--- config.mk ---
export PLATFORM = sky130hd
export DESIGN_NAME = pcim_input_stage_flat
export DESIGN_NICKNAME = d
export VERILOG_FILES = /design/src/rtl/core/pcim_pkg.sv /design/src/rtl/core/pcim_in_if.sv /design/src/rtl/core/pcim_input_stage.sv /design/src/flat_wrapper.sv
export SDC_FILE = /design/constraint.sdc
export NUM_CORES = 1
export LEC_CHECK = 0
export BUFFER_PORTS_ARGS = -buffer_cell sky130_fd_sc_hd__buf_2
export CORE_AREA = 8 8 123 125
export CTS_CLUSTER_DIAMETER = 120
export CTS_CLUSTER_SIZE = 40
export DETAILED_ROUTE_END_ITERATION = 16
export DIE_AREA = 0 0 131 133
export PLACE_DENSITY = 0.73
export SLEW_MARGIN = 20
export SYNTH_ARGS = -nofsm -noshare
export SYNTH_HDL_FRONTEND = slang
export SYNTH_SLANG_ARGS = --single-unit
export TNS_END_PERCENT = 5
--- constraint.sdc ---
create_clock -name clk_i -period 8.2 [get_ports clk_i]
set_clock_uncertainty 0.1 [all_clocks]
set_input_delay 0.82 -clock clk_i [delete_from_list [all_inputs] [get_ports clk_i]]
set_output_delay 0.82 -clock clk_i [all_outputs]
set_load 0.02 [all_outputs]
--- src/rtl/core/pcim_pkg.sv ---
// Shared types, constants and the divide-by-five helper for the carrier/integrator mixer.
package pcim_pkg;

  localparam int unsigned DATA_W  = 32;
  localparam int unsigned INTEG_W = 20;
  localparam int unsigned CARR_W  = 18;
  localparam int unsigned CNT_W   = 3;
  localparam int unsigned STEP_W  = 31;
  localparam int unsigned PROD_W  = 62;

  // Input slot numbers, compared against input_count
  localparam logic [CNT_W-1:0] SLOT_SOURCE = 3'd0;
  localparam logic [CNT_W-1:0] SLOT_PLANT  = 3'd1;
  localparam logic [CNT_W-1:0] SLOT_BIAS   = 3'd2;
  localparam logic [CNT_W-1:0] SLOT_GAIN   = 3'd3;
  localparam logic [CNT_W-1:0] SLOT_THRESH = 3'd4;

  // Result field numbers, compared against output_count
  localparam logic [CNT_W-1:0] OUT_ERROR   = 3'd0;
  localparam logic [CNT_W-1:0] OUT_MIX     = 3'd1;
  localparam logic [CNT_W-1:0] OUT_INTEG   = 3'd2;
  localparam logic [CNT_W-1:0] OUT_PULSE   = 3'd3;
  localparam logic [CNT_W-1:0] OUT_CARRIER = 3'd4;

  localparam logic [CNT_W-1:0]  COUNT_RESET  = 3'd5;
  localparam logic [DATA_W-1:0] CARRIER_MULT = 32'd45;
  localparam logic signed [36:0] INTEG_LIMIT = 37'sd262144;
  localparam logic [18:0] CARRIER_ONE = 19'd65536;
  // 5 * 2^31: shifts the mix numerator to a non-negative value, multiple of five
  localparam logic [34:0] MIX_OFFSET  = 35'd10737418240;
  // floor(2^24 / 5)
  localparam logic [21:0] DIV5_RECIP  = 22'd3355443;

  typedef enum logic [1:0] {
    REG_IN_COUNT  = 2'd0,
    REG_OUT_COUNT = 2'd1,
    REG_BIAS      = 2'd2,
    REG_THRESH    = 2'd3
  } reg_idx_e;

  typedef struct packed {
    logic [CNT_W-1:0]         in_count;
    logic [CNT_W-1:0]         out_count;
    logic signed [DATA_W-1:0] bias;
    logic signed [DATA_W-1:0] thresh;
  } cfg_t;

  // After the input register: slot-masked samples, clipped step
  typedef struct packed {
    logic signed [DATA_W-1:0] src;
    logic signed [DATA_W-1:0] plant;
    logic signed [DATA_W-1:0] gain;
    logic [STEP_W-1:0]        step_len;
  } s1_t;

  // After the product stage
  typedef struct packed {
    logic signed [DATA_W-1:0] err;
    logic                     err_neg;
    logic [PROD_W-1:0]        prod;
    logic [DATA_W-1:0]        phase_inc;
    logic signed [DATA_W-1:0] gain;
    logic [13:0]              mix_qa;
    logic [2:0]               mix_ra;
    logic [17:0]              mix_lo;
  } s2_t;

  // After the state stage
  typedef struct packed {
    logic signed [DATA_W-1:0]  err;
    logic signed [DATA_W-1:0]  gain;
    logic signed [INTEG_W-1:0] integ;
    logic signed [CARR_W-1:0]  carrier;
    logic [DATA_W-1:0]         mix_q;
  } s3_t;

  typedef struct packed {
    logic [18:0] q;
    logic [2:0]  r;
  } div5_t;

  // Quotient and remainder of a 21-bit value by five: reciprocal multiply,
  // then one correction step (estimate is never more than one low)
  function automatic div5_t div5(input logic [20:0] x);
    logic [42:0] prod;
    logic [18:0] q0;
    logic [21:0] rem;
    div5_t       res;
    prod = {22'b0, x} * {21'b0, DIV5_RECIP};
    q0   = prod[42:24];
    rem  = {1'b0, x} - ({3'b0, q0} + {1'b0, q0, 2'b00});
    if (rem >= 22'd5) begin
      res.q = q0 + 19'd1;
      res.r = 3'(rem - 22'd5);
    end else begin
      res.q = q0;
      res.r = rem[2:0];
    end
    return res;
  endfunction

endpackage

--- src/rtl/core/pcim_in_if.sv ---
// Input channel: one time-step word with valid/ready.
interface pcim_in_if;
  logic                     valid;
  logic                     ready;
  logic signed [31:0]       source_sample;
  logic signed [31:0]       plant_output;
  logic signed [31:0]       gain_offset;
  logic signed [31:0]       step_length;

  modport source (output valid, source_sample, plant_output, gain_offset, step_length,
                  input ready);
  modport sink   (input valid, source_sample, plant_output, gain_offset, step_length,
                  output ready);
endinterface

--- src/rtl/core/pcim_input_stage.sv ---
// Input register: slot masking by input_count and step clipping.
module pcim_input_stage (
  input  logic                clk_i,
  input  logic                rst_ni,
  input  pcim_pkg::cfg_t      cfg_i,
  pcim_in_if.sink             in_i,
  input  logic                ready_i,
  output logic                valid_o,
  output pcim_pkg::s1_t       data_o
);

  logic          valid_q;
  logic          load;
  pcim_pkg::s1_t data_d, data_q;

  assign in_i.ready = ~valid_q | ready_i;
  assign load       = in_i.valid & in_i.ready;

  // Unconnected slots read as zero; a negative step counts as zero
  always_comb begin
    data_d.src   = (cfg_i.in_count > pcim_pkg::SLOT_SOURCE) ? in_i.source_sample : '0;
    data_d.plant = (cfg_i.in_count > pcim_pkg::SLOT_PLANT)  ? in_i.plant_output  : '0;
    data_d.gain  = (cfg_i.in_count > pcim_pkg::SLOT_GAIN)   ? in_i.gain_offset   : '0;
    data_d.step_len = in_i.step_length[31] ? '0 : in_i.step_length[30:0];
  end

  always_ff @(posedge clk_i or negedge rst_ni) begin
    if (!rst_ni) begin
      valid_q <= 1'b0;
    end else if (in_i.ready) begin
      valid_q <= in_i.valid;
    end
  end

  always_ff @(posedge clk_i) begin
    if (load) begin
      data_q <= data_d;
    end
  end

  assign valid_o = valid_q;
  assign data_o  = data_q;

endmodule

--- src/flat_wrapper.sv ---
// flat-port wrapper written by rule: the top's interface ports become plain ports
module pcim_input_stage_flat 
  (clk_i, rst_ni, cfg_i, ready_i, valid_o, data_o, in_i_valid, in_i_source_sample, in_i_plant_output, in_i_gain_offset, in_i_step_length, in_i_ready);
  pcim_in_if in_i_i ();
  input  logic clk_i;
  input  logic rst_ni;
  input  pcim_pkg::cfg_t cfg_i;
  input  logic ready_i;
  output logic valid_o;
  output pcim_pkg::s1_t data_o;
  input wire logic [$bits(in_i_i.valid)-1:0] in_i_valid;
  input wire logic [$bits(in_i_i.source_sample)-1:0] in_i_source_sample;
  input wire logic [$bits(in_i_i.plant_output)-1:0] in_i_plant_output;
  input wire logic [$bits(in_i_i.gain_offset)-1:0] in_i_gain_offset;
  input wire logic [$bits(in_i_i.step_length)-1:0] in_i_step_length;
  output wire logic [$bits(in_i_i.ready)-1:0] in_i_ready;
  assign in_i_i.valid = in_i_valid;
  assign in_i_i.source_sample = in_i_source_sample;
  assign in_i_i.plant_output = in_i_plant_output;
  assign in_i_i.gain_offset = in_i_gain_offset;
  assign in_i_i.step_length = in_i_step_length;
  assign in_i_ready = in_i_i.ready;
  pcim_input_stage u_core (.clk_i(clk_i), .rst_ni(rst_ni), .cfg_i(cfg_i), .in_i(in_i_i), .ready_i(ready_i), .valid_o(valid_o), .data_o(data_o));
endmodule
Yosys cells after proc, flatten, opt, wreduce, memory -nomap -nowiden
Cells that the tools add are included.
{"block": "classes", "addsub": 0, "multipliers": 0, "div": 0, "n_lt_le_gt_ge": 3, "n_eq_ne": 0, "shifts": 0, "mux": 0, "n_bitwise": 3, "n_reduce_logical": 0}
{"cell": "3-bit by 1-bit > comparator with 1-bit output (second input constant)", "count": 2}
{"cell": "3-bit by 2-bit > comparator with 1-bit output (second input constant)", "count": 1}
{"cell": "1-bit bitwise AND", "count": 1}
{"cell": "1-bit inverter", "count": 1}
{"cell": "1-bit OR", "count": 1}
{"block": "word_totals", "register_bits": 128, "latchBits": 0, "ramBits": 0, "romBits": 0, "input_bits": 202, "output_inout_bits": 129, "elab_cells": 11, "memories": 0}

Depth between registers and ports, before layout
Gate-level depths: netlist of the first run.
{"block": "depth", "depth_word": 3, "mapped_depth": 3, "ltp_nobuf": 2}

Worst setup path after synthesis of the first run
No wires, ideal clock.
{"block": "synth_path", "path_type": "input -> register", "from": "input ready_i", "to": "register u_core.data_q (netlist bit u_core.data_o[0]), enable pin", "setup_time_ns": 0.501, "arrival_time_ns": 4.040, "required_ns": 7.599, "slack_ns": 3.559, "cell_stages": 2, "n_path_buf": 0, "cell_sequence": "nand2b_1 and2_1"}
{"block": "synth_between", "elab_chain_len": 2}
{"item": "start, declared", "line_no": "flat_wrapper.sv:8", "source": "input logic ready_i;"}
{"item": "1-bit OR", "line_no": "pcim_input_stage.sv:16", "source": "assign in_i.ready = ~valid_q | ready_i;"}
{"item": "1-bit bitwise AND", "line_no": "pcim_input_stage.sv:17", "source": "assign load = in_i.valid & in_i.ready;"}
{"item": "named net u_core.load", "line_no": "pcim_input_stage.sv:13", "source": "logic load;"}
{"item": "end signal, assigned", "line_no": "pcim_input_stage.sv:37", "source": "data_q <= data_d;"}
{"item": "end, declared", "line_no": "pcim_input_stage.sv:14", "source": "pcim_pkg::s1_t data_d, data_q;"}
The timed path passes the listed nets, and every way through them passes these cells.
A chain may end at the register's enable or synchronous reset.

Worst setup path in the final report of the first run
{"block": "layout_path", "from": "input ready_i", "to": "register u_core.data_q (netlist bit u_core.data_o[8]), enable pin"}
The elaborated chain is that of the path after synthesis.

==> key figures, run 1 <==
Die
  – Core Rows: 42
  – Die Span X: ~130 µm
  – I/O pins: around 330
  – Die footprint: around 17000 µm²
  – Core Footprint: around 13000 µm²
  – Starting density of the core: 37.2%
  – Die height: about 130 µm

Logic synthesis
  – Synth unique cells: 13
  – Ys async rst share: less than 1%
  – Post-synthesis cell area: 4870 µm²
  – Mean post-synth cell area: 17.9 µm²
  – Number of synthesized register bits: 128
  – Syn Inst Count: about 270
  – Post-synth net total: between 400 and 500
  – Synth top area cells: edfxtp_1 (78%), nor2b_1 (7.3%), nor2b_2 (6.5%)
  – Ys Warns: 0
  – Top FF cell, synth: edfxtp_1
  – Number of synthesized flops with an enable pin: around 130
  – Most common cell in the synthesized netlist: edfxtp_1
  – Leading area contributor after synthesis: edfxtp_1
  – Post-synth top cells: edfxtp_1 (127), nor2b_1 (57), nor2b_2 (36)
  – Post-synthesis sequential area ratio: between 70% and 80%
  – Top cell type's share of synthesized area: between 70% and 80%

Routing
  – Highest Signal Layer: met5
  – WL final: 12100 µm
  – Final ANT Viol Nets: 0
  – Met3 WL: approximately 1700 µm
  – Routed len/inst: roughly 17 µm
  – DR WL met2: roughly 6000 µm
  – Wl on met1: 4160 µm
  – Vias: around 3100
  – Remaining DRCs: 0
  – Via/cell ratio: roughly 4.3
  – Initial DRC count: between 150 and 200
  – Pre-Repair DR Iteration Count: 4

CTS
  – Root Driver: clkbuf_16
  – Post-CTS sizing: 0
  – Num CTS Buffers: 17
  – H-tree depth: 4
  – Clk Latency, worst-skew pair: about 0.4 ns
  – TritonCTS Sinks: ~130
  – Postcts setup bufs: 0
  – Clock buffer depth: 2
  – Clock transition at path regs: 0.05 ns
  – Hold_buf cts: 0
  – TritonCTS clock tree: done

STA
  – Min Tclk post-route: 2.34 ns
  – Measured slew at the worst slew-check pin: 0.941 ns
  – Setup TNS Final: 0 ns
  – Relative slew slack: around 37%
  – Max Freq: 427 MHz
  – RSZ-0062 raised after global routing: no
  – Fin. max-slew vios: 0
  – Worst hold slack: 0.0830 ns
  – Fin crit share: around 29%
  – Final setup margin: approximately 5.9 ns
  – Final Hold Fails: 0
  – Final setup fails: 0

Global route
  – Global-route wire length before repair: approximately 18000 µm
  – Overflow after GRT: 0
  – Total Routing Usage GR: 14.0%
  – Initial antenna violation count: 3
  – Largest net degree at the start of global routing: 93
  – Vias in the first global route: 3447

Finish
  – Layout area overhead: 41.1%
  – Layout fillers: ~1100
  – # nets final: about 750
  – Final Non-Filler Cells: around 730
  – Fraction of layout cells with a size suffix above 1: 59.2%
  – Ant diodes: 0

Critical path
  – Arr. time, crit path: between 2 and 2.5 ns
  – R2R Path Start: u_core.valid_o
  – Critical Path Start Type: input port
  – Worst Path Class, Setup: input port to register
  – CP endpoint kind: register
  – Crit path from: ready_i
  – CP required: just over 8 ns
  – Crit-path max FO: 92

Hold path
  – Min-Delay Path Class: input port to asynchronous set/reset pin

Place
  – Placement Setup Slack: 5.18 ns
  – I/O Buffers: 263
  – Post-Place Cells: between 700 and 800
  – GPL Wtd Cong: 0.749

Power
  – Total power: 1.64 mW
  – P_leak: 2.95 nW
  – Power Dens Cells: approximately 240 nW/µm²
  – VDD IR max: 145 µV

Flow run
  – Maxcap violations: 0

Run status
  – Status: finished, final reports clean
-- path summary, 6_finish.rpt --
kind	to	slack, ns	depth (start not counted)
setup reg to reg	u_core.data_o[8]	6.00	3
hold reg to reg	u_core.valid_o	0.43	2
max in group asynchronous	u_core.valid_o	7.83	1
hold / removal	u_core.valid_o	0.08	1
setup / recovery	u_core.data_o[8]	5.86	4
min in group clk_i	u_core.valid_o	0.43	2
-- flip-flops by register name (all words and copies together) (netlist names) --
signal / flops
u_core.data_o: 127
u_core.valid_o: 1
-- per-layer routing --
| metal | up-vias | global-route usage, % |
|---|---|---|
| met2 | 168 | 23.4 |
| met3 | 26 | 7.51 |
| met4 | 6 | 6.64 |
| met1 | 1443 | 13.8 |
| li1 | 1494 | - |
| met5 | - | 0 |
-- layout by cell type (no fill, tap or decap) --
cell type,count
and2_1,30
and2_2,2
and2_4,1
and2b_2,2
buf_2,263
buf_4,1
buf_6,1
bufinv_16,2
clkbuf_1,5
clkbuf_16,17
clkinv_1,5
clkinv_2,3
dfrtp_1,1
edfxtp_1,127
nand2b_1,2
nor2_4,1
nor2b_1,57
nor2b_2,36
nor3_4,1
-- area by class of cell --
| class | instances | area, µm² | share of cell area, % |
|---|---|---|---|
| flip-flops and latches | 128 | 3840 | 55.9 |
| repair buffers | 265 | 1340 | 19.4 |
| multi-input cells | 132 | 941 | 13.7 |
| clock buffers | 22 | 444 | 6.46 |
| well taps | 176 | 220 | 3.20 |
| clock inverters | 10 | 93.8 | 1.37 |
-- stage by stage --
stage	util [%]	area, µm²
after floorplan	-	4870
after global placement	48.4	6330
after detailed placement	48.4	6330
after CTS	52.5	6870
after global routing	52.5	6870
final	52.5	6870
-- report_power, final --
group          total, mW  internal [mW]  switching, mW
logic              0.173         0.0676          0.106
clock network      0.688          0.440          0.249
registers          0.778          0.769        0.00903
total               1.64           1.28          0.363
-- worst max-delay path, cell delays in order --
cell,delay [ns]
buf_2,0.07
nand2b_1,0.13
and2_4,0.46
buf_6,0.67
-- logic make-up after synthesis --
| group | count (synthesis) | synth area share [%] |
|---|---|---|
| flops | 128 | 78.8 |
| buf+inv | 12 | 1.93 |
| simple gates | 132 | 19.3 |
No activity file was read; power rests on OpenSTA's default activity.
==> run 2, diff against run 1 <==
--- a/config.mk
+++ b/config.mk
@@ -5,13 +5,14 @@
 export SDC_FILE = /design/constraint.sdc
 export NUM_CORES = 1
 export LEC_CHECK = 0
+export ABC_AREA = 1
 export BUFFER_PORTS_ARGS = -buffer_cell sky130_fd_sc_hd__buf_2
-export CORE_AREA = 8 8 123 125
+export CORE_AREA = 8 8 130 120
 export CTS_CLUSTER_DIAMETER = 120
 export CTS_CLUSTER_SIZE = 40
 export DETAILED_ROUTE_END_ITERATION = 16
-export DIE_AREA = 0 0 131 133
-export PLACE_DENSITY = 0.73
+export DIE_AREA = 0 0 138 128
+export PLACE_DENSITY = 0.76
 export SLEW_MARGIN = 20
 export SYNTH_ARGS = -nofsm -noshare
 export SYNTH_HDL_FRONTEND = slang
==> constraint.sdc (replaced) <==
create_clock -name clk_i -period 2.1 [get_ports clk_i]
set_clock_uncertainty 0.1 [all_clocks]
set_input_delay 0.21 -clock clk_i [delete_from_list [all_inputs] [get_ports clk_i]]
set_output_delay 0.21 -clock clk_i [all_outputs]
set_load 0.02 [all_outputs]
==> key figures, run 2 <==
Run status
  – Status: finished, final reports clean

Routing
  – Remaining DRCs: 0 (unchanged)
  – Initial DRC count: 237 (+44%)
  – Vias: 3968 (+26%)
  – Pre-Repair DR Iteration Count: 4 (unchanged)
  – Final ANT Viol Nets: 0 (unchanged)
  – Met3 WL: 1080 µm (-36%)
  – Via/cell ratio: 4.15 (-3.0%)
  – Highest Signal Layer: met4
  – Wl on met1: 5180 µm (+24%)
  – WL final: 14500 µm (+20%)
  – DR WL met2: 7760 µm (+30%)
  – Routed len/inst: 15.1 µm (-8.2%)

Power
  – Power Dens Cells: 850 nW/µm² (+260%)
  – Net Sw Power: 1.51 mW (+320%)
  – Comb pwr share: 12.7% (+2.1 points)
  – P_leak: 4.05 nW (+37%)
  – Sequential Power Share: 44.5% (-3.0 points)
  – Clock Power Share: 42.8% (+0.8 points)
  – Sw Ratio: 22.2% (+0.028 points)
  – Cell internal pwr: 5.31 mW (+320%)
  – VDD IR max: 730 µV (+400%)

Logic synthesis
  – Mux cell area share after synthesis: 0% (unchanged)
  – Number of synthesized flops with an enable pin: 127 (unchanged)
  – Post-synth top cells: inv_1 (130), edfxtp_1 (127), nor2_1 (63)
  – Synth unique cells: 11 (-2)
  – Post-Synth XOR/XNOR Area: 0% (unchanged)
  – Post-synthesis simple-gate area fraction: 7.69% (-12 points)
  – Post-synthesis cell area: 4990 µm² (+2.5%)
  – Leading area contributor after synthesis: edfxtp_1
  – Post-synth net total: 607 (+28%)
  – Synth top area cells: edfxtp_1 (76%), inv_1 (9.8%), nor2_1 (4.7%)
  – Ys async rst share: 0.781% (unchanged)
  – Most common cell in the synthesized netlist: inv_1
  – Fraction of the mapped netlist area in adder cells: 0% (unchanged)
  – Mean post-synth cell area: 12.3 µm² (-31%)
  – Number of synthesized register bits: 128 (unchanged)
  – Largest family of logic cells by synthesized area: buffers and inverters
  – Post-synthesis compound-gate area fraction: 3.31% (+3.3 points)
  – Top cell type's share of synthesized area: 76.4% (-1.9 points)
  – Ys Warns: 0 (unchanged)
  – Syn Inst Count: 405 (+49%)
  – Top FF cell, synth: edfxtp_1
  – Post-synthesis sequential area ratio: 76.9% (-1.9 points)

Global route
  – Total Routing Usage GR: 16.2% (+2.2 points)
  – Global-route wire length before repair: 22100 µm (+21%)
  – Largest net degree at the start of global routing: 64 (-31%)
  – Overflow after GRT: 0 (unchanged)
  – Initial antenna violation count: 2 (-1)
  – Vias in the first global route: 4216 (+22%)

Hold path
  – Hold depth: 3
  – Worst Min Path Start: in_i_plant_output[17]
  – Min-Delay Path Class: input port to register
  – Hold path endpoint: u_core.data_o[80]

Critical path
  – Critical Path Start Type: input port
  – R2r setup slk: 0.60 ns (-5.40 ns)
  – Slowest cell delay on critical path: 0.52 ns (-0.15 ns)
  – Reg-to-reg critical path endpoint: u_core.data_o[18]
  – CP endpoint kind: register
  – Arr. time, crit path: 1.48 ns (-0.79 ns)
  – Sequence of cells on the critical path: dlygate4sd3_1 -> buf_2 -> inv_1 -> a21oi_4 -> buf_12
  – Bufs and invs on worst path: 4 (+2)
  – CP top delay family: buffers and inverters
  – Worst R2R Path Depth: 2 (-1)
  – Slowest stage cell, crit path: dlygate4sd3_1
  – Worst Path Class, Setup: input port to register
  – Crit-path max FO: 63 (-32%)
  – CP required: 2.07 ns (-6.06 ns)
  – R2R Path Start: u_core.valid_o

CTS
  – Post-CTS sizing: 0 (unchanged)
  – H-tree depth: 4 (unchanged)
  – Clk Latency, worst-skew pair: 0.41 ns (about the same)
  – Num CTS Buffers: 17 (unchanged)
  – TritonCTS clock tree: done
  – Clock transition at path regs: 0.05 ns (about the same)
  – Clock buffer depth: 2 (unchanged)
  – Root Driver: clkbuf_16
  – TritonCTS Sinks: 128 (unchanged)
  – Hold_buf cts: 93 (+93)
  – Postcts setup bufs: 0 (unchanged)

Place
  – Hpwl dp: about 9800 µm
  – GPL Wtd Cong: 0.768 (+2.5%)
  – I/O Buffers: 263 (unchanged)

Die
  – Core Rows: 41 (-2.4%)
  – Die Span X: 138 µm (+5.3%)
  – Die footprint: 17700 µm² (+1.4%)
  – Starting density of the core: 36.9% (-0.35 points)
  – Core Footprint: 13500 µm² (+3.5%)
  – I/O pins: 331 (unchanged)
  – Die height: 128 µm (-3.8%)

STA
  – Fin. max-slew vios: 0 (unchanged)
  – Final Hold Fails: 0 (unchanged)
  – Min Tclk post-route: 1.51 ns
  – Final setup fails: 0 (unchanged)
  – Relative slew slack: 62.0% (+25 points)
  – RSZ-0062 raised after global routing: no
  – Fin crit share: between 70% and 80%
  – Setup TNS Final: 0 ns (unchanged)
  – Max Freq: between 600 and 700 MHz
  – Worst hold slack: 0.0179 ns (-0.0651 ns)
  – Measured slew at the worst slew-check pin: 0.569 ns (-0.372 ns)

Finish
  – Max reg flops: 127 (unchanged)
  – Most frequent cells in the layout: buf_2 (263), inv_1 (130), edfxtp_1 (127)
  – Final Core Density: 59.3% (+6.7 points)
  – Fraction of layout cells with a size suffix above 1: 37.9% (-21 points)
  – Layout fillers: 1083 (-5.5%)
  – Layout area overhead: 60.7%
  – Most common cell after layout, fill and taps aside: buf_2
  – # nets final: 973 (+30%)

Flow run
  – Maxcap violations: 0 (unchanged)
## run 2: logic make-up (layout without fill, tap and decap cells)
kind of cell | Yosys count | count (layout)
compound gates | 33 | 33
buf+inv | 146 | 522
flops | 128 | 128
other cells | 0 | 3
simple gates | 98 | 98
## run 2: power groups by stage
stage	logic (mW)	registers [mW]	clock network, mW
after floorplan	0.202	3.29	0
after global placement	0.717	3.08	0
after detailed placement	0.733	3.09	0
after CTS	0.870	3.04	2.98
after global routing	0.939	3.05	3.08
final	0.865	3.04	2.92
## run 2: layout make-up
type	count	area, µm²	share of cell area (%)
repair buffers	363	2340	29.1
clock inverters	10	145	1.81
multi-input cells	131	561	6.98
diodes	3	7.51	0.0935
inverters	130	488	6.08
clock buffers	19	433	5.39
flip-flops and latches	128	3840	47.8
well taps	172	215	2.68
## run 2: worst max path at each step
stage          slack [ns]                  to            from  cells after the start
2_1_floorplan       -1.02    u_core.data_o[0]  u_core.valid_o                      1
3_3_place_gp         0.64  u_core.data_o[102]  u_core.valid_o                      2
3_5_place_dp         0.63   u_core.data_o[87]  u_core.valid_o                      2
4_1_cts              0.62   u_core.data_o[85]  u_core.valid_o                      2
5_1_grt              0.54   u_core.data_o[85]  u_core.valid_o                      2
6_report             0.59   u_core.data_o[18]      in_i_valid                      5
## run 2: layer usage
| metal | up-vias | global-route usage (%) |
|---|---|---|
| met5 | - | 0 |
| met4 | 0 | 9.00 |
| met3 | 38 | 6.78 |
| met2 | 166 | 29.0 |
| met1 | 1783 | 15.6 |
| li1 | 1981 | - |
## run 2: worst register-to-register path, delay by kind of cell, from the launching register on
kind,cells,cell delay (ns)
compound gates,1,0.25
flops,1,0.43
buf+inv,1,0.31
## run 2: per-stage QoR
step / instances / power [mW] / setup WS [ns] / instance area [µm²]
4_1_cts: 953 / 6.89 / 0.618 / 8020
3_3_place_gp: 831 / 3.79 / 0.636 / 6510
5_1_grt: 955 / 7.07 / 0.543 / 8020
2_1_floorplan: 405 / 3.50 / -1.02 / 5010
3_5_place_dp: 831 / 3.82 / 0.626 / 6510
6_report: 956 / 6.82 / 0.591 / 8030
==> run 3, diff against run 2 <==
==> constraint.sdc (replaced) <==
create_clock -name clk_i -period 1.2 [get_ports clk_i]
set_clock_uncertainty 0.1 [all_clocks]
set_input_delay 0.12 -clock clk_i [delete_from_list [all_inputs] [get_ports clk_i]]
set_output_delay 0.12 -clock clk_i [all_outputs]
set_load 0.02 [all_outputs]
==> key figures, run 3 (same netlist as run 2, synthesis figures left out) <==
Place
  – Post-Place Cells: 842 (+1.3%)
  – Post-DP Area: 6670 µm² (+2.4%)
  – Hpwl dp: 10300 µm (+5.1%)
  – GPL Wtd Cong: 0.772 (+0.61%)
  – Placement Setup Slack: -0.199 ns (-0.825 ns)
  – I/O Buffers: 263 (unchanged)

CTS
  – Clock transition at path regs: 0.05 ns (about the same)
  – Clk Latency, worst-skew pair: 0.41 ns (about the same)
  – TritonCTS clock tree: done
  – H-tree depth: 4 (unchanged)
  – Clock buffer depth: 2 (unchanged)
  – Hold_buf cts: 130 (+40%)
  – Root Driver: clkbuf_16
  – Num CTS Buffers: 17 (unchanged)
  – TritonCTS Sinks: 128 (unchanged)

Die
  – Core Rows: 41 (unchanged)
  – I/O pins: 331 (unchanged)
  – Starting density of the core: 36.9% (unchanged)
  – Die height: 128 µm (unchanged)
  – Die footprint: 17700 µm² (unchanged)
  – Die Span X: 138 µm (unchanged)
  – Core Footprint: 13500 µm² (unchanged)

Global route
  – Largest net degree at the start of global routing: 55 (-14%)
  – Initial antenna violation count: 0 (-2)
  – Global-route wire length before repair: 24200 µm (+9.3%)
  – Vias in the first global route: 4675 (+11%)
  – Total Routing Usage GR: 17.6% (+1.4 points)
  – Overflow after GRT: 0 (unchanged)

Finish
  – Layout fillers: 1013 (-6.5%)
  – Most frequent cells in the layout: buf_2 (258), inv_1 (130), dlygate4sd3_1 (130)
  – # nets final: 1024 (+5.2%)
  – Final Cell Area: 8610 µm² (+7.3%)
  – Ant diodes: 0 (-3)
  – Layout area overhead: 72.4%
  – Most common cell after layout, fill and taps aside: buf_2
  – Final Non-Filler Cells: 1006 (+5.2%)
  – Max reg flops: 127 (unchanged)
  – Final Core Density: 63.6% (+4.3 points)
  – Fraction of layout cells with a size suffix above 1: 37.3% (-0.61 points)

Run status
  – Failing checks: hold timing, setup timing
  – Status: finished, violations left

STA
  – Min Tclk post-route: 1.39 ns
  – Measured slew at the worst slew-check pin: 0.318 ns (-0.252 ns)
  – Fin crit share: 116%
  – Final setup fails: 129 (+129)
  – Final setup margin: -0.187 ns (-0.778 ns)
  – Max Freq: about 720 MHz
  – Final Hold Fails: 1 (+1)
  – RSZ-0062 raised after global routing: yes
  – Setup TNS Final: -19.52 ns (-19.52 ns)
  – Fin. max-slew vios: 0 (unchanged)
  – Worst hold slack: -0.0444 ns (-0.0623 ns)
  – Relative slew slack: 78.8% (+17 points)

Flow run
  – Maxcap violations: 0 (unchanged)

Routing
  – Vias: 4245 (+7.0%)
  – WL final: 15900 µm (+9.9%)
  – Final ANT Viol Nets: 0 (unchanged)
  – Initial DRC count: 184 (-22%)
  – Remaining DRCs: 0 (unchanged)
  – Pre-Repair DR Iteration Count: 5 (+1)
  – Routed len/inst: 15.8 µm (+4.4%)
  – Via/cell ratio: 4.22 (+1.7%)

Critical path
  – CP endpoint kind: register
  – Crit-path max FO: 27 (-57%)
  – Slowest stage cell, crit path: dfrtp_2
  – CP top delay family: flip-flops
  – Slowest cell delay on critical path: 0.43 ns (-0.09 ns)
  – Sequence of cells on the critical path: a21oi_4 -> buf_4 -> clkbuf_16
  – Arr. time, crit path: 1.39 ns (-0.09 ns)
  – CP required: 1.21 ns (-0.86 ns)
  – Bufs and invs on worst path: 2 (-2)
  – Critical Path Start Type: register
  – Worst Path Class, Setup: register to register

Power
  – Sequential Power Share: 44.4% (about the same)
  – Clock Power Share: 41.1% (-1.7 points)
  – Net Sw Power: 2.71 mW (+79%)
  – P_leak: 4.31 nW (+6.5%)
  – Sw Ratio: 22.6% (+0.44 points)
  – VDD IR max: 1280 µV (+75%)
  – Total power: 12.0 mW (+76%)
  – Power Dens Cells: 1390 nW/µm² (+64%)
  – Comb pwr share: 14.5% (+1.8 points)
  – Cell internal pwr: 9.28 mW (+75%)

Hold path
  – Min-Delay Path Class: input port to register
## run 3: layout make-up
type                            instances  area [µm²]  share of cell area (%)
Timing Repair Buffer                  414        2940                    34.2
Sequential cell                       128        3840                    44.6
Tap cell                              172         215                    2.50
Clock inverter                          9         116                    1.35
Clock buffer                           22         444                    5.16
Multi-Input combinational cell        131         563                    6.54
Inverter                              130         488                    5.67
## run 3: what timing repair did
action / CTS / global route
setup endpoints to repair: 140 / 162
gates cloned: 0 / 1
resized for setup: 6 / 7
pin swaps: 1 / 0
hold endpoints to repair: 129 / 1
buffers inserted: 0 / 2
## run 3: final timing paths
kind,startpoint,end,slack (ns),cells past startpoint
hold reg to reg,u_core.valid_o,u_core.valid_o,0.58,3
setup reg to reg,u_core.valid_o,u_core.data_o[44],-0.19,3
max in group asynchronous,rst_ni,u_core.valid_o,0.42,3
min in group asynchronous,rst_ni,u_core.valid_o,0.47,3
setup / recovery,u_core.valid_o,u_core.data_o[44],-0.19,3
hold / removal,ready_i,u_core.valid_o,-0.04,4
## run 3: power by group through the flow
stage               Clock [mW]  Combinational [mW]  Sequential, mW
floorplan                    0               0.353            5.77
global placement             0                1.33            5.39
detailed placement           0                1.35            5.41
CTS                       4.99                1.70            5.32
global route              5.16                1.88            5.34
finish                    4.93                1.74            5.32
## run 3: per-layer routing
layer / part of all wire [%] / wire (µm) / global-route usage (%)
met5: 0 / 0 / 0
met4: 4.4 / 703 / 10.1
met3: 7.3 / 1170 / 6.85
met2: 54 / 8660 / 32.6
met1: 34 / 5380 / 16.2
## run 3: worst register-to-register path, stage by stage, from the launching register on
cell and delay [ns]:
dfrtp_2 0.43, a21oi_4 0.19, buf_4 0.16, clkbuf_16 0.20
