`config.mk`:
```
export PLATFORM = sky130hd
export DESIGN_NAME = pcim_output_stage_flat
export DESIGN_NICKNAME = d
export VERILOG_FILES = /design/src/rtl/core/pcim_pkg.sv /design/src/rtl/core/pcim_out_if.sv /design/src/rtl/core/pcim_output_stage.sv /design/src/flat_wrapper.sv
export SDC_FILE = /design/constraint.sdc
export NUM_CORES = 1
export LEC_CHECK = 0
export ABC_AREA = 1
export BUFFER_PORTS_ARGS = -buffer_cell sky130_fd_sc_hd__buf_2
export CAP_MARGIN = 0
export CORE_MARGIN = 2
export CORE_UTILIZATION = 55
export DETAILED_ROUTE_END_ITERATION = 6
export PLACE_DENSITY = 0.93
export SKIP_LAST_GASP = 1
export SLEW_MARGIN = 5
export SYNTH_ARGS = -nofsm -noshare
export SYNTH_HDL_FRONTEND = slang
export SYNTH_SLANG_ARGS = --single-unit
```
`constraint.sdc`:
```
create_clock -name clk_i -period 8.41 [get_ports clk_i]
set_input_delay 1.682 -clock clk_i [delete_from_list [all_inputs] [get_ports clk_i]]
set_output_delay 1.682 -clock clk_i [all_outputs]
set_load 0.005 [all_outputs]
```
`src/rtl/core/pcim_pkg.sv`:
```
// Shared types, constants and the divide-by-five helper for the carrier/integrator mixer.
package pcim_pkg;

  localparam int unsigned DATA_W  = 32;
  localparam int unsigned INTEG_W = 20;
  localparam int unsigned CARR_W  = 18;
  localparam int unsigned CNT_W   = 3;
  localparam int unsigned STEP_W  = 31;
  localparam int unsigned PROD_W  = 62;

  // Input slot numbers, compared against input_count
  localparam logic [CNT_W-1:0] SLOT_SOURCE = 3'd0;
  localparam logic [CNT_W-1:0] SLOT_PLANT  = 3'd1;
  localparam logic [CNT_W-1:0] SLOT_BIAS   = 3'd2;
  localparam logic [CNT_W-1:0] SLOT_GAIN   = 3'd3;
  localparam logic [CNT_W-1:0] SLOT_THRESH = 3'd4;

  // Result field numbers, compared against output_count
  localparam logic [CNT_W-1:0] OUT_ERROR   = 3'd0;
  localparam logic [CNT_W-1:0] OUT_MIX     = 3'd1;
  localparam logic [CNT_W-1:0] OUT_INTEG   = 3'd2;
  localparam logic [CNT_W-1:0] OUT_PULSE   = 3'd3;
  localparam logic [CNT_W-1:0] OUT_CARRIER = 3'd4;

  localparam logic [CNT_W-1:0]  COUNT_RESET  = 3'd5;
  localparam logic [DATA_W-1:0] CARRIER_MULT = 32'd45;
  localparam logic signed [36:0] INTEG_LIMIT = 37'sd262144;
  localparam logic [18:0] CARRIER_ONE = 19'd65536;
  // 5 * 2^31: shifts the mix numerator to a non-negative value, multiple of five
  localparam logic [34:0] MIX_OFFSET  = 35'd10737418240;
  // floor(2^24 / 5)
  localparam logic [21:0] DIV5_RECIP  = 22'd3355443;

  typedef enum logic [1:0] {
    REG_IN_COUNT  = 2'd0,
    REG_OUT_COUNT = 2'd1,
    REG_BIAS      = 2'd2,
    REG_THRESH    = 2'd3
  } reg_idx_e;

  typedef struct packed {
    logic [CNT_W-1:0]         in_count;
    logic [CNT_W-1:0]         out_count;
    logic signed [DATA_W-1:0] bias;
    logic signed [DATA_W-1:0] thresh;
  } cfg_t;

  // After the input register: slot-masked samples, clipped step
  typedef struct packed {
    logic signed [DATA_W-1:0] src;
    logic signed [DATA_W-1:0] plant;
    logic signed [DATA_W-1:0] gain;
    logic [STEP_W-1:0]        step_len;
  } s1_t;

  // After the product stage
  typedef struct packed {
    logic signed [DATA_W-1:0] err;
    logic                     err_neg;
    logic [PROD_W-1:0]        prod;
    logic [DATA_W-1:0]        phase_inc;
    logic signed [DATA_W-1:0] gain;
    logic [13:0]              mix_qa;
    logic [2:0]               mix_ra;
    logic [17:0]              mix_lo;
  } s2_t;

  // After the state stage
  typedef struct packed {
    logic signed [DATA_W-1:0]  err;
    logic signed [DATA_W-1:0]  gain;
    logic signed [INTEG_W-1:0] integ;
    logic signed [CARR_W-1:0]  carrier;
    logic [DATA_W-1:0]         mix_q;
  } s3_t;

  typedef struct packed {
    logic [18:0] q;
    logic [2:0]  r;
  } div5_t;

  // Quotient and remainder of a 21-bit value by five: reciprocal multiply,
  // then one correction step (estimate is never more than one low)
  function automatic div5_t div5(input logic [20:0] x);
    logic [42:0] prod;
    logic [18:0] q0;
    logic [21:0] rem;
    div5_t       res;
    prod = {22'b0, x} * {21'b0, DIV5_RECIP};
    q0   = prod[42:24];
    rem  = {1'b0, x} - ({3'b0, q0} + {1'b0, q0, 2'b00});
    if (rem >= 22'd5) begin
      res.q = q0 + 19'd1;
      res.r = 3'(rem - 22'd5);
    end else begin
      res.q = q0;
      res.r = rem[2:0];
    end
    return res;
  endfunction

endpackage

```
`src/rtl/core/pcim_out_if.sv`:
```
// Output channel: one result word with valid/ready.
interface pcim_out_if;
  logic               valid;
  logic               ready;
  logic signed [31:0] error_value;
  logic signed [31:0] mix_value;
  logic signed [19:0] integral_value;
  logic               pulse_bit;
  logic signed [17:0] carrier_value;

  modport source (output valid, error_value, mix_value, integral_value, pulse_bit,
                  carrier_value, input ready);
  modport sink   (input valid, error_value, mix_value, integral_value, pulse_bit,
                  carrier_value, output ready);
endinterface

```
`src/rtl/core/pcim_output_stage.sv`:
```
// Output register: mix bias and saturation, pulse compare, output_count masking.
module pcim_output_stage (
  input  logic           clk_i,
  input  logic           rst_ni,
  input  pcim_pkg::cfg_t cfg_i,
  input  logic           valid_i,
  input  pcim_pkg::s3_t  data_i,
  output logic           ready_o,
  pcim_out_if.source     out_o
);

  logic               valid_q;
  logic               load;
  logic signed [31:0] bias_eff, thr_eff;
  logic signed [31:0] mix_base;
  logic signed [32:0] mix_sum;
  logic signed [31:0] mix_sat;
  logic signed [32:0] lhs, rhs;
  logic               pulse;
  logic signed [31:0] err_d, mix_d;
  logic signed [19:0] integ_d;
  logic               pulse_d;
  logic signed [17:0] carrier_d;
  logic signed [31:0] err_q, mix_q;
  logic signed [19:0] integ_q;
  logic               pulse_q;
  logic signed [17:0] carrier_q;

  assign ready_o = ~valid_q | out_o.ready;
  assign load    = valid_i & ready_o;

  // Mix: remove the division offset, add bias, saturate
  always_comb begin
    bias_eff = (cfg_i.in_count > pcim_pkg::SLOT_BIAS)   ? cfg_i.bias   : '0;
    thr_eff  = (cfg_i.in_count > pcim_pkg::SLOT_THRESH) ? cfg_i.thresh : '0;
    mix_base = {~data_i.mix_q[31], data_i.mix_q[30:0]};
    mix_sum  = {mix_base[31], mix_base} + {bias_eff[31], bias_eff};
    if (mix_sum[32] != mix_sum[31]) begin
      mix_sat = mix_sum[32] ? 32'sh8000_0000 : 32'sh7FFF_FFFF;
    end else begin
      mix_sat = mix_sum[31:0];
    end
  end

  // Pulse compare at full width
  always_comb begin
    lhs   = {data_i.err[31], data_i.err} + {data_i.gain[31], data_i.gain};
    rhs   = {{15{data_i.carrier[17]}}, data_i.carrier} + {thr_eff[31], thr_eff};
    pulse = lhs > rhs;
  end

  // Undriven result fields are zero
  always_comb begin
    err_d     = (cfg_i.out_count > pcim_pkg::OUT_ERROR)   ? data_i.err     : '0;
    mix_d     = (cfg_i.out_count > pcim_pkg::OUT_MIX)     ? mix_sat        : '0;
    integ_d   = (cfg_i.out_count > pcim_pkg::OUT_INTEG)   ? data_i.integ   : '0;
    pulse_d   = (cfg_i.out_count > pcim_pkg::OUT_PULSE)   ? pulse          : 1'b0;
    carrier_d = (cfg_i.out_count > pcim_pkg::OUT_CARRIER) ? data_i.carrier : '0;
  end

  always_ff @(posedge clk_i or negedge rst_ni) begin
    if (!rst_ni) begin
      valid_q <= 1'b0;
    end else if (ready_o) begin
      valid_q <= valid_i;
    end
  end

  always_ff @(posedge clk_i) begin
    if (load) begin
      err_q     <= err_d;
      mix_q     <= mix_d;
      integ_q   <= integ_d;
      pulse_q   <= pulse_d;
      carrier_q <= carrier_d;
    end
  end

  assign out_o.valid          = valid_q;
  assign out_o.error_value    = err_q;
  assign out_o.mix_value      = mix_q;
  assign out_o.integral_value = integ_q;
  assign out_o.pulse_bit      = pulse_q;
  assign out_o.carrier_value  = carrier_q;

endmodule

```
`src/flat_wrapper.sv`:
```
// flat-port wrapper written by rule: the top's interface ports become plain ports
module pcim_output_stage_flat 
  (clk_i, rst_ni, cfg_i, valid_i, data_i, ready_o, out_o_valid, out_o_error_value, out_o_mix_value, out_o_integral_value, out_o_pulse_bit, out_o_carrier_value, out_o_ready);
  pcim_out_if out_o_i ();
  input  logic clk_i;
  input  logic rst_ni;
  input  pcim_pkg::cfg_t cfg_i;
  input  logic valid_i;
  input  pcim_pkg::s3_t data_i;
  output logic ready_o;
  output wire logic [$bits(out_o_i.valid)-1:0] out_o_valid;
  output wire logic [$bits(out_o_i.error_value)-1:0] out_o_error_value;
  output wire logic [$bits(out_o_i.mix_value)-1:0] out_o_mix_value;
  output wire logic [$bits(out_o_i.integral_value)-1:0] out_o_integral_value;
  output wire logic [$bits(out_o_i.pulse_bit)-1:0] out_o_pulse_bit;
  output wire logic [$bits(out_o_i.carrier_value)-1:0] out_o_carrier_value;
  input wire logic [$bits(out_o_i.ready)-1:0] out_o_ready;
  assign out_o_valid = out_o_i.valid;
  assign out_o_error_value = out_o_i.error_value;
  assign out_o_mix_value = out_o_i.mix_value;
  assign out_o_integral_value = out_o_i.integral_value;
  assign out_o_pulse_bit = out_o_i.pulse_bit;
  assign out_o_carrier_value = out_o_i.carrier_value;
  assign out_o_i.ready = out_o_ready;
  pcim_output_stage u_core (.clk_i(clk_i), .rst_ni(rst_ni), .cfg_i(cfg_i), .valid_i(valid_i), .data_i(data_i), .ready_o(ready_o), .out_o(out_o_i));
endmodule
```
# Word level (Yosys, flattened, before mapping)

Cells that the tools add are included.

Add/sub/neg operators: 3
$lt $le $gt $ge: 8
Equal/unequal tests: 1
Mux-type cells: 4
Bitwise gates (word level): 4

Operators by type and width:

| operator           | number |
|---|---|
| $mux 32            | 4 |
| $add 32x32->33     | 2 |
| $add 18x32->33     | 1 |
| $gt 33x33->1       | 1 |
| $gt 3x2->1 const B | 3 |
| $gt 3x1->1 const B | 2 |
| $gt 3x3->1 const B | 2 |
| $not 1->1          | 2 |
| $and 1x1->1        | 1 |
| $ne 1x1->1         | 1 |
| $or 1x1->1         | 1 |

Register bits after elaboration: 104
Input bits: 208
Logic and storage cells: 26

# Depth between registers and ports, before layout

Gate-level depths: netlist of the first run.

Word-level depth: 5
Mapped depth: 24
Mapped depth without buffers: 24

# Least setup slack after synthesis of the first run

OpenSTA, ideal clock, no wires.

Path type: input -> register
From: in valid_i
To: reg u_core.carrier_q[0], in the netlist u_core.out_o.carrier_value[0], enable pin
Library setup time: 598 ps
Arrival time: 6,693 ps
Required time: 7,812 ps
Setup slack: 1,118 ps
Cell stages on the path: 2
Cell sequence: inv_1 -> a21oi_1

Longest elaborated chain between the ends: 1

Ends and longest elaborated chain:

| what                   | RTL line                | source |
|---|---|---|
| start: declaration     | flat_wrapper.sv:8       | `input logic valid_i;` |
| $and 1x1->1            | pcim_output_stage.sv:30 | `assign load = valid_i & ready_o;` |
| net u_core.load        | pcim_output_stage.sv:13 | `logic load;` |
| end signal: assignment | pcim_output_stage.sv:75 | `carrier_q <= carrier_d;` |
| end: declaration       | pcim_output_stage.sv:27 | `logic signed [17:0] carrier_q;` |

The timed path passes the listed nets, and every way through them passes these cells.
A chain may end at the register's enable or synchronous reset.

# Final worst setup path of the first run

From: in cfg_i[67] in the netlist's numbering
To: reg u_core.pulse_q, in the netlist u_core.out_o.pulse_bit (data pin)

Longest elaborated chain between the ends: 4

Ends and longest elaborated chain:

| what                   | RTL line                | source |
|---|---|---|
| start: declaration     | flat_wrapper.sv:7       | `input pcim_pkg::cfg_t cfg_i;` |
| $gt 3x3->1             | pcim_output_stage.sv:35 | `thr_eff = (cfg_i.in_count > pcim_pkg::SLOT_THRESH) ? cfg_i.thresh : '0;` |
| $mux 32                | pcim_output_stage.sv:35 |  |
| $add 18x32->33         | pcim_output_stage.sv:48 | `rhs = {{15{data_i.carrier[17]}}, data_i.carrier} + {thr_eff[31], thr_eff};` |
| $gt 33x33->1           | pcim_output_stage.sv:49 | `pulse = lhs > rhs;` |
| end signal: assignment | pcim_output_stage.sv:74 | `pulse_q <= pulse_d;` |
| end: declaration       | pcim_output_stage.sv:26 | `logic pulse_q;` |

Every way passes these cells.

==> results.sh, run 1 <==
export IMPL_synth_top_area_frac=0.2701
export IMPL_crit_top_cell="nand2_1"
export IMPL_synth_top_family_by_area="simple AND/OR/NAND/NOR gates"
export IMPL_final_common_cell="nand2_1"
export IMPL_io_pins=313
export IMPL_overflow=0
export IMPL_synthXorXnorAreaFrac=0.04971
export IMPL_initial_core_util=0.5624
export IMPL_relSlewSlack=0.2118
export IMPL_syn_inst=1702
export IMPL_post_cts_buffers=0
export IMPL_ys_warn_count=0
export IMPL_synth_ff_latch_count=104
export IMPL_dieArea_um2=21990
export IMPL_r2r_cells=3
export IMPL_via_per_inst=5.334
export IMPL_yosysSeqAreaShare=0.2723
export IMPL_grt_pass1_vias=11680
export IMPL_synth_fp_nets=2042
export IMPL_max_cap_violations=0
export IMPL_synth_compound_area_share=0.1263
export IMPL_cts_buffers=9
export IMPL_synth_mux_area_fraction=0
export IMPL_max_freq_ghz=0.1823
export IMPL_totalWireLength_um=33960
export IMPL_vias=12190
export IMPL_cts_sinks=104
export IMPL_skew_ns=0.01086
export IMPL_synth_area_leader_cell="edfxtp_1"
export IMPL_register_area_um2=3118
export IMPL_grt_max_degree=65
export IMPL_worstPathMaxFanout=15
export IMPL_die_width_um=148.3
export IMPL_criticalPathCategory="in2reg"
export IMPL_fin_crit_sh=0.6522
export IMPL_drc_errors=0
export IMPL_cp_depth=24
export IMPL_antenna_found_initial=0
export IMPL_port_buffer_count=312
export IMPL_path_buf_inv=1
export IMPL_fp_dieH_um=148.3
export IMPL_ant_nets=0
export IMPL_multi_input_area_um2=7186
export IMPL_crit_path_start_kind="primary input"
export IMPL_wl_per_cell_um=14.86
export IMPL_synthAdderAreaFrac=0.1462
export IMPL_coreArea_um2=20360
export IMPL_setup_violations=0
export IMPL_tns_ns=0
export IMPL_critPathMaxStageDelay_ns=0.59
export IMPL_gp_congestion=0.9675
export IMPL_power_density_nw_per_um2=141.2
export IMPL_place_detailed_hpwl_um=28430
export IMPL_drt_pre_antenna_iters=5
export IMPL_root_buffer="clkbuf_16"
export IMPL_finalNetCount=2350
export IMPL_clock_latency_ns=0.36
export IMPL_arrival_ns=5.61
export IMPL_clk_pin_slew_ns=0.08
export IMPL_hold_class="reg2reg"
export IMPL_crit_chain="buf_2, o21ai_2, nor2_1, ha_1, fa_1, nand3_1, nand2_1, a21boi_0, o21ai_0, a21o_1, nand2_1, nand2_1, nand2_1, nand2_1, ha_1, nand2_1, nor2_1, nand4_1, nor3_1, nand4_1, nand2_1, nand2_1, nand2_1, nor2_1"
export IMPL_cts_hold_buf=0
export IMPL_status="finished, final reports clean"
export IMPL_endpoint_kind="flip-flop"
export IMPL_cts_tree="yes"
export IMPL_num_antenna_cells=0
export IMPL_tightest_slew_ns=1.179
export IMPL_maxSlewViolCount=0
export IMPL_cp_required_ns=8.54
export IMPL_rsz0062_at_grt="no"
export IMPL_crit_family="simple AND/OR/NAND/NOR gates"
export IMPL_vdd_ir_drop_max_v=0.00008916
export IMPL_yosys_cell_types_count=34
export IMPL_syn2layout_area_growth_pct=18.75
export IMPL_finish_utilization=0.6678
export IMPL_slowest_stage="o21ai_2"
export IMPL_drt_iter0_drc=1005
export IMPL_clk_path_buf_depth=2
export IMPL_synth_simple_area_share=0.3030
export IMPL_leakagePower_nw=7.424
export IMPL_synth_area_um2=11450
export IMPL_htreeDepth=3
export IMPL_grt_pass1_wl_um=53920
export IMPL_cts_resized=0
export IMPL_hold_viol_final=0
export IMPL_drive_gt1_frac=0.1906
export IMPL_final_cell_mix="nand2_1, buf_2, inv_1, nor2_1, a21oi_1"
export IMPL_grtUsageTotal=0.3016
export IMPL_nFillCells=1784
export IMPL_synth_area_per_cell_um2=6.729
export IMPL_placementRows=52
export IMPL_min_period_ns=5.485
export IMPL_hold_depth=2
export IMPL_synth_area_leaders="edfxtp_1, ha_1, nand2_1"
[final timing paths]
path	start	endpoint	slack (ns)
min in group asynchronous	rst_ni	u_core.out_o.valid	1.07
worst min register to register	u_core.out_o.valid	u_core.out_o.valid	0.63
max in group asynchronous	rst_ni	u_core.out_o.valid	7.25
worst max register to register	u_core.out_o.valid	u_core.out_o.carrier_value[1]	6.20
worst max-delay path	cfg_i[67]	u_core.out_o.pulse_bit	2.93
worst min-delay path	u_core.out_o.valid	u_core.out_o.valid	0.63
[cells in the mapped netlist]
| cell type | instances |
|---|---|
| nor3_1 | 22 |
| o211ai_1 | 3 |
| a211oi_1 | 1 |
| nor2_1 | 273 |
| buf_2 | 3 |
| o21a_1 | 10 |
| nand2_1 | 394 |
| a21oi_1 | 147 |
| nor2_2 | 2 |
| ha_1 | 129 |
| nand2_2 | 24 |
| nand2_4 | 2 |
| nand3_1 | 70 |
| a21o_1 | 10 |
| a21oi_2 | 3 |
| or2_1 | 1 |
| o21ai_1 | 3 |
| dfrtp_1 | 1 |
| nor4_1 | 8 |
| o21ai_0 | 73 |
| o21bai_1 | 11 |
| edfxtp_1 | 103 |
| a21boi_0 | 3 |
| xor2_1 | 39 |
| a31oi_1 | 3 |
| fa_1 | 3 |
| buf_6 | 4 |
| inv_2 | 4 |
| inv_1 | 279 |
| nand3b_1 | 8 |
| xnor2_1 | 26 |
| nand3_2 | 11 |
| nand4_1 | 15 |
| clkbuf_1 | 14 |
[flip-flops by register name, summed over array words and instances (netlist names)]
| signal | cells |
|---|---|
| u_core.out_o.integral_value | 20 |
| u_core.out_o.valid | 1 |
| u_core.out_o.mix_value | 32 |
| u_core.out_o.error_value | 32 |
| u_core.out_o.carrier_value | 18 |
| u_core.out_o.pulse_bit | 1 |
[report_power, final]
part / switching (mW) / internal [mW]
clock network: 0.216 / 0.216
registers: 0.0122 / 0.631
logic: 0.527 / 0.318
[worst register-to-register path: stages, from the launching register on]
cell     delay [ns]
dfrtp_1        0.42
a21oi_4        0.15
buf_4          0.45
buf_4          0.75
[metal layers]
metal | vias to the layer above | GRT usage | share of wire
met1 | 5419 | 0.3580 | 0.40
met3 | 91 | 0.04172 | 0.071
met4 | 0 | 0.1152 | 0.033
li1 | 6134 | - | -
met5 | - | 0 | 0
met2 | 544 | 0.5521 | 0.49
[logic make-up after synthesis]
logic type,count (synthesis)
flip-flops,104
AO/OA/AOI/OAI,267
XOR/XNOR,65
adder cells (fa/ha/maj),132
buffers and inverters,304
AND/OR/NAND/NOR,830
[through the flow]
stage	setup WS [ns]	cell area (µm²)	cells	power, mW	hold WS [ns]
detailed placement	2.608	13310	2269	1.483	0.6126
CTS	2.941	13600	2285	1.912	0.6309
finish	2.925	13600	2285	1.920	0.6319
global route	2.463	13600	2285	2.043	0.6657
global placement	2.761	13310	2269	1.465	0.5795
floorplan	1.118	11450	1702	1.227	0.5278
[area by class of cell]
type | instances | area share
Clock inverter | 5 | 0.003404
Tap cell | 270 | 0.02484
Sequential cell | 104 | 0.2293
Inverter | 283 | 0.07811
Clock buffer | 11 | 0.01785
Multi-Input combinational cell | 1294 | 0.5284
Timing Repair Buffer | 318 | 0.1181
Note: power is estimated with default switching activity, not from simulation.
==> run 2: changes to the inputs <==
--- a/config.mk
+++ b/config.mk
@@ -5,13 +5,13 @@
 export SDC_FILE = /design/constraint.sdc
 export NUM_CORES = 1
 export LEC_CHECK = 0
-export ABC_AREA = 1
+export ABC_AREA = 0
 export BUFFER_PORTS_ARGS = -buffer_cell sky130_fd_sc_hd__buf_2
 export CAP_MARGIN = 0
 export CORE_MARGIN = 2
-export CORE_UTILIZATION = 55
+export CORE_UTILIZATION = 48
 export DETAILED_ROUTE_END_ITERATION = 6
-export PLACE_DENSITY = 0.93
+export PLACE_DENSITY = 0.89
 export SKIP_LAST_GASP = 1
 export SLEW_MARGIN = 5
 export SYNTH_ARGS = -nofsm -noshare
==> constraint.sdc (replaced) <==
create_clock -name clk_i -period 4.5 [get_ports clk_i]
set_input_delay 0.9 -clock clk_i [delete_from_list [all_inputs] [get_ports clk_i]]
set_output_delay 0.9 -clock clk_i [all_outputs]
set_load 0.005 [all_outputs]
==> run 2 against run 1 <==
Compared with the run above: the flow now finishes with violations (setup timing); core utilization is 0.32 points lower; combinational power is 91% higher; clock power is 96% higher; flip-flop and latch count stayed put; non-clock buffer count is 163 higher; clock-buffer cell count is 1 lower; setup slack worse by 3.6 ns; cell count is 23% lower; critical endpoint unchanged; largest power group unchanged; highest routed layer unchanged.
==> results.sh, run 2 <==
export IMPL_maxSlewViolCount=0
export IMPL_arrival_ns=5.28
export IMPL_rsz0062_at_grt="yes"
export IMPL_antenna_found_initial=3
export IMPL_skew_ns=0.01242
export IMPL_timing_rr_end="u_core.out_o.error_value[25]"
export IMPL_async_reset_ff_frac=0.009615
export IMPL_placed_cells=1739
export IMPL_htreeDepth=3
export IMPL_final_cell_count_no_fill=1759
export IMPL_ys_warn_count=0
export IMPL_fp_dieH_um=146.3
export IMPL_synthAdderAreaFrac=0.1722
export IMPL_vias=9744
export IMPL_place_ws_ns=-1.132
export IMPL_vdd_ir_drop_max_v=0.0001628
export IMPL_endpoint_kind="flip-flop"
export IMPL_routed_top_layer="met4"
export IMPL_hold_class="in2async"
export IMPL_synth_top_family_by_area="compound AO/OA/AOI/OAI gates"
export IMPL_post_synth_top_count_cell="ha_1"
export IMPL_synth_area_leaders="edfxtp_1, ha_1, nor2b_1"
export IMPL_hold_viol_final=0
export IMPL_die_width_um=146.3
export IMPL_port_buffer_count=312
export IMPL_worstPathMaxFanout=8
export IMPL_synth_area_per_cell_um2=9.576
export IMPL_setup_ws_ns=-0.6670
export IMPL_cts_tree="yes"
export IMPL_wl_met1_um=11720
export IMPL_finish_utilization=0.6646
export IMPL_dieArea_um2=21400
export IMPL_clk_pin_slew_ns=0.09
export IMPL_place_detailed_hpwl_um=24870
export IMPL_nFillCells=1548
export IMPL_yosys_cell_types_count=74
export IMPL_cts_buffers=9
export IMPL_grtUsageTotal=0.2725
export IMPL_crit_path_start_kind="primary input"
export IMPL_synth_compound_area_share=0.2196
export IMPL_drt_pre_antenna_iters=5
export IMPL_synth_top_area_frac=0.3182
export IMPL_tightest_slew_ns=0.7237
export IMPL_grt_pass1_wl_um=47280
export IMPL_synth_main_ff_cell="edfxtp_1"
export IMPL_totalWireLength_um=30500
export IMPL_min_period_ns=5.167
export IMPL_gp_congestion=0.9523
export IMPL_coreArea_um2=20040
export IMPL_power_density_nw_per_um2=274.8
export IMPL_met2_length_um=15360
export IMPL_overflow=0
export IMPL_synth_simple_area_share=0.1899
export IMPL_relSlewSlack=0.5170
export IMPL_cp_required_ns=4.62
export IMPL_leakagePower_nw=6.397
export IMPL_whs_ns=0.3141
export IMPL_synth_edff_count=103
export IMPL_fin_crit_sh=1.148
export IMPL_synth_mux_area_fraction=0.001030
export IMPL_r2r_slack_ns=2.56
export IMPL_status="finished with violations"
export IMPL_drc_errors=0
export IMPL_grt_pass1_vias=9698
export IMPL_register_area_um2=3118
export IMPL_criticalPathCategory="in2reg"
export IMPL_synth_area_leader_cell="edfxtp_1"
export IMPL_yosysSeqAreaShare=0.3208
export IMPL_drive_gt1_frac=0.3820
export IMPL_placementRows=52
export IMPL_worstReg2RegStart="u_core.out_o.valid"
export IMPL_final_cell_mix="buf_2, buf_4, ha_1, edfxtp_1, nor2b_1"
export IMPL_synth_area_um2=9719
export IMPL_clk_path_buf_depth=2
export IMPL_synth_fp_nets=1355
export IMPL_synth_ff_latch_count=104
export IMPL_multi_input_area_um2=6593
export IMPL_met3_length_um=2117
export IMPL_drt_iter0_drc=556
export IMPL_synth_common_cells="ha_1, edfxtp_1, nor2b_1"
export IMPL_setup_violations=1
export IMPL_root_buffer="clkbuf_16"
export IMPL_io_pins=313
export IMPL_grt_max_degree=44
export IMPL_r2r_cells=3
export IMPL_syn_inst=1015
export IMPL_syn2layout_area_growth_pct=37.02
export IMPL_power_total_mw=3.660
export IMPL_clock_latency_ns=0.36
export IMPL_ant_nets=0
export IMPL_failed_checks="setup timing"
export IMPL_wl_per_cell_um=17.34
export IMPL_synthXorXnorAreaFrac=0.07299
export IMPL_finalNetCount=1822
export IMPL_via_per_inst=5.540
export IMPL_cts_sinks=104
export IMPL_final_common_cell="buf_2"
export IMPL_max_freq_ghz=0.1935
export IMPL_max_cap_violations=0
export IMPL_initial_core_util=0.4850
==> run 2: power by group <==
part           leakage, nW  internal (mW)  total (mW)  switching (mW)
registers             1.01           1.18        1.20          0.0218
clock network        0.147          0.443       0.848           0.405
logic                 5.24          0.780        1.61           0.832
==> run 2: logic make-up (layout without fill, tap and decap cells) <==
kind of cell             count (synthesis)  in the layout
AO/OA/AOI/OAI                          316            316
flip-flops                             104            104
XOR/XNOR                                81             81
other                                    0              2
AND/OR/NAND/NOR                        332            332
buffers and inverters                   49            521
adder cells (fa/ha/maj)                132            132
multiplexers                             1              1
==> run 2: worst max path at each step <==
stage,from,to,slack [ns]
2_1_floorplan,data_i[70],u_core.out_o.pulse_bit,-0.47
3_3_place_gp,data_i[70],u_core.out_o.pulse_bit,-0.87
3_5_place_dp,cfg_i[68],u_core.out_o.pulse_bit,-1.13
4_1_cts,cfg_i[67],u_core.out_o.pulse_bit,-0.63
5_1_grt,data_i[70],u_core.out_o.pulse_bit,-0.82
6_report,cfg_i[67],u_core.out_o.pulse_bit,-0.67
==> run 2: metal layers <==
metal	up-vias	global-route usage
li1	4700	-
met1	4501	0.3159
met2	455	0.4915
met3	88	0.04688
met4	0	0.1243
met5	-	0
==> run 2: timing repair <==
item                                    in CTS  in global routing
hold buffers                                 0                  0
pin swaps                                    4                 17
setup buffers                                1                  1
endpoints found under the hold margin        0                  0
gates resized for setup                      5                 19
endpoints found under the setup margin       1                  1
==> run 2: area by class of cell <==
class,count,area share
Inverter,24,0.006764
Clock inverter,6,0.005825
Clock buffer,10,0.01719
Multi-Input combinational cell,862,0.4950
Antenna cell,2,0.0003758
Tap cell,270,0.02537
Sequential cell,104,0.2341
Timing Repair Buffer,481,0.2153
==> run 2: through the flow <==
step	TNS [ns]	area, µm²
final	-0.6670	13320
after global routing	-0.8159	13320
after CTS	-0.6295	13170
after detailed placement	-1.258	12840
after global placement	-0.8686	12840
after floorplan	-0.4654	9782
==> run 2: critical path, cell delays in order <==
cell	delay [ns]
buf_2	0.11
o21a_4	0.24
buf_4	0.17
and2_1	0.16
ha_1	0.31
inv_1	0.07
o21a_1	0.23
o31ai_4	0.30
a211oi_2	0.14
o31ai_2	0.42
a21oi_2	0.11
o21a_1	0.21
o21ai_2	0.16
xnor2_2	0.16
ha_1	0.28
a21o_1	0.16
a21o_1	0.17
a21oi_1	0.12
nor2b_1	0.06
o21ai_1	0.12
nand2b_1	0.09
a2111oi_2	0.31
a31oi_1	0.07
a21oi_1	0.15
nor2b_1	0.05
==> run 3: changes to the inputs <==
--- a/config.mk
+++ b/config.mk
@@ -5,13 +5,13 @@
 export SDC_FILE = /design/constraint.sdc
 export NUM_CORES = 1
 export LEC_CHECK = 0
-export ABC_AREA = 0
+export ABC_AREA = 1
 export BUFFER_PORTS_ARGS = -buffer_cell sky130_fd_sc_hd__buf_2
 export CAP_MARGIN = 0
 export CORE_MARGIN = 2
-export CORE_UTILIZATION = 48
+export CORE_UTILIZATION = 49
 export DETAILED_ROUTE_END_ITERATION = 6
-export PLACE_DENSITY = 0.89
+export PLACE_DENSITY = 0.88
 export SKIP_LAST_GASP = 1
 export SLEW_MARGIN = 5
 export SYNTH_ARGS = -nofsm -noshare
==> run 3 against run 2 <==
Compared with the run above: the run now ends clean; core utilization down 5.4 points; via count up 25%; register-to-register slack better by 0.42 ns; design area up 4.4%; global-route usage up 0.37 points; cell count up 34%; worst hold slack worse by 0.016 ns; flip-flop and latch count unchanged; maximum frequency up 26%; clock skew down 0.0025 ns; non-clock buffer count down 137; sequential power about the same; critical path type unchanged; largest cell class unchanged; highest routed layer unchanged.
==> results.sh, run 3 (synthesis results as in run 1) <==
export IMPL_status="finished, final reports clean"
export IMPL_drc_errors=0
export IMPL_clk_pin_slew_ns=0.08
export IMPL_drive_gt1_frac=0.2019
export IMPL_num_antenna_cells=0
export IMPL_post_cts_buffers=0
export IMPL_antenna_found_initial=0
export IMPL_worstReg2RegStart="u_core.out_o.valid"
export IMPL_tightest_slew_ns=0.7519
export IMPL_syn2layout_area_growth_pct=21.38
export IMPL_root_buffer="clkbuf_16"
export IMPL_grt_pass1_vias=11630
export IMPL_final_common_cell="nand2_1"
export IMPL_coreArea_um2=22780
export IMPL_switching_share=0.3889
export IMPL_vdd_ir_drop_max_v=0.0002293
export IMPL_finish_utilization=0.6103
export IMPL_intPower_mw=2.247
export IMPL_switchingPower_mw=1.430
export IMPL_fp_dieH_um=156.9
export IMPL_rsz0062_at_grt="no"
export IMPL_hold_class="in2async"
export IMPL_leakagePower_nw=7.572
export IMPL_nFillCells=2087
export IMPL_drt_iter0_drc=973
export IMPL_max_cap_violations=0
export IMPL_io_pins=313
export IMPL_crit_path_start_kind="primary input"
export IMPL_pwr_share_comb=0.440
export IMPL_placementRows=55
export IMPL_htreeDepth=3
export IMPL_dieArea_um2=24610
export IMPL_p_clk_frac=0.234
export IMPL_gp_congestion=0.9715
export IMPL_min_period_ns=4.104
export IMPL_cts_resized=0
export IMPL_cts_hold_buf=0
export IMPL_die_width_um=156.9
export IMPL_hold_viol_final=0
export IMPL_r2r_cells=2
export IMPL_totalWireLength_um=34670
export IMPL_fin_crit_sh=0.9121
export IMPL_whs_ns=0.2976
export IMPL_place_area_um2=13580
export IMPL_ant_nets=0
export IMPL_maxSlewViolCount=0
export IMPL_finalNetCount=2376
export IMPL_clk_path_buf_depth=2
export IMPL_relSlewSlack=0.4987
export IMPL_place_detailed_hpwl_um=28890
export IMPL_initial_core_util=0.5028
export IMPL_grt_pass1_wl_um=54490
export IMPL_cp_required_ns=4.62
export IMPL_worstPathMaxFanout=17
export IMPL_r2r_slack_ns=2.98
export IMPL_fin_area_um2=13900
export IMPL_max_freq_ghz=0.2436
export IMPL_port_buffer_count=312
export IMPL_grt_max_degree=104
export IMPL_cts_buffers=9
export IMPL_power_total_mw=3.677
export IMPL_wl_per_cell_um=14.73
export IMPL_pwr_share_seq=0.326
export IMPL_timing_rr_end="u_core.out_o.mix_value[27]"
export IMPL_skew_ns=0.009891
export IMPL_drt_pre_antenna_iters=7
export IMPL_final_cell_mix="nand2_1, buf_2, inv_1, nor2_1, a21oi_1"
export IMPL_cts_sinks=104
export IMPL_setup_violations=0
export IMPL_endpoint_kind="flip-flop"
export IMPL_overflow=0
export IMPL_arrival_ns=4.22
export IMPL_clock_latency_ns=0.36
export IMPL_via_per_inst=5.169
export IMPL_power_density_nw_per_um2=264.5
export IMPL_cts_tree="yes"
export IMPL_criticalPathCategory="in2reg"
export IMPL_grtUsageTotal=0.2762
export IMPL_vias=12170
[run 3: cell types whose count changed in the layout (fill, tap and decap cells not counted), sizes merged, moves of 41 or more]
cell / before / now
nor2: 58 / 275
inv: 26 / 288
a21oi: 88 / 150
a21o: 51 / 10
nor2b: 96 / 0
nand2: 41 / 420
and2: 56 / 0
buf: 481 / 344
nand3: 9 / 81
[run 3: worst max-delay path, stage by stage]
cell	delay, ns
buf_2	0.11
o21ai_2	0.17
buf_12	0.17
nor2_1	0.05
ha_1	0.34
a21oi_1	0.23
o21ai_0	0.17
a21oi_1	0.32
o21ai_0	0.13
buf_4	0.17
a21oi_1	0.15
xor2_1	0.12
ha_1	0.29
nand2_1	0.07
nor2_1	0.18
nand4_1	0.16
nor2_2	0.13
nand3b_1	0.09
nand3_1	0.11
nand2_1	0.06
nand2_1	0.05
nor2_1	0.04
[run 3: routing by layer]
metal / wire length (µm) / track usage / vias up
met2: 17220 / 0.5075 / 486
met3: 2095 / 0.03960 / 64
met5: 0 / 0 / -
met4: 1083 / 0.1083 / 0
met1: 14280 / 0.3220 / 5429
li1: - / - / 6188
[run 3: worst max path at each step]
| stage | start | endpoint | slack [ns] |
|---|---|---|---|
| detailed placement | cfg_i[67] | u_core.out_o.pulse_bit | -0.002 |
| global route | cfg_i[67] | u_core.out_o.pulse_bit | 0.03 |
| CTS | cfg_i[67] | u_core.out_o.pulse_bit | 0.36 |
| global placement | cfg_i[67] | u_core.out_o.pulse_bit | 0.13 |
| finish | cfg_i[67] | u_core.out_o.pulse_bit | 0.40 |
| floorplan | out_o_ready | u_core.out_o.carrier_value[0] | 0.11 |
[run 3: metrics by stage]
stage          std cells  setup WS, ns   TNS (ns)
3_3_place_gp        2338        0.1268          0
3_5_place_dp        2338     -0.002214  -0.002214
2_1_floorplan       1702        0.1060          0
5_1_grt             2354       0.03102          0
4_1_cts             2354        0.3598          0
6_report            2354        0.3957          0
[run 3: power by group through the flow]
stage / Sequential, mW / Combinational (mW) / Clock (mW)
4_1_cts: 1.20 / 1.61 / 0.870
6_report: 1.20 / 1.62 / 0.861
3_3_place_gp: 1.22 / 1.57 / 0
2_1_floorplan: 1.24 / 1.05 / 0
3_5_place_dp: 1.22 / 1.60 / 0
5_1_grt: 1.21 / 1.83 / 0.900
[run 3: final cells by class]
cell class	instances	area, µm²	share of cell area
clock buffers	10	229.0	0.01647
clock inverters	6	81.33	0.005851
inverters	283	1062	0.07642
flip-flops and latches	104	3118	0.2243
repair buffers	344	1827	0.1314
multi-input cells	1294	7192	0.5174
well taps	313	391.6	0.02817
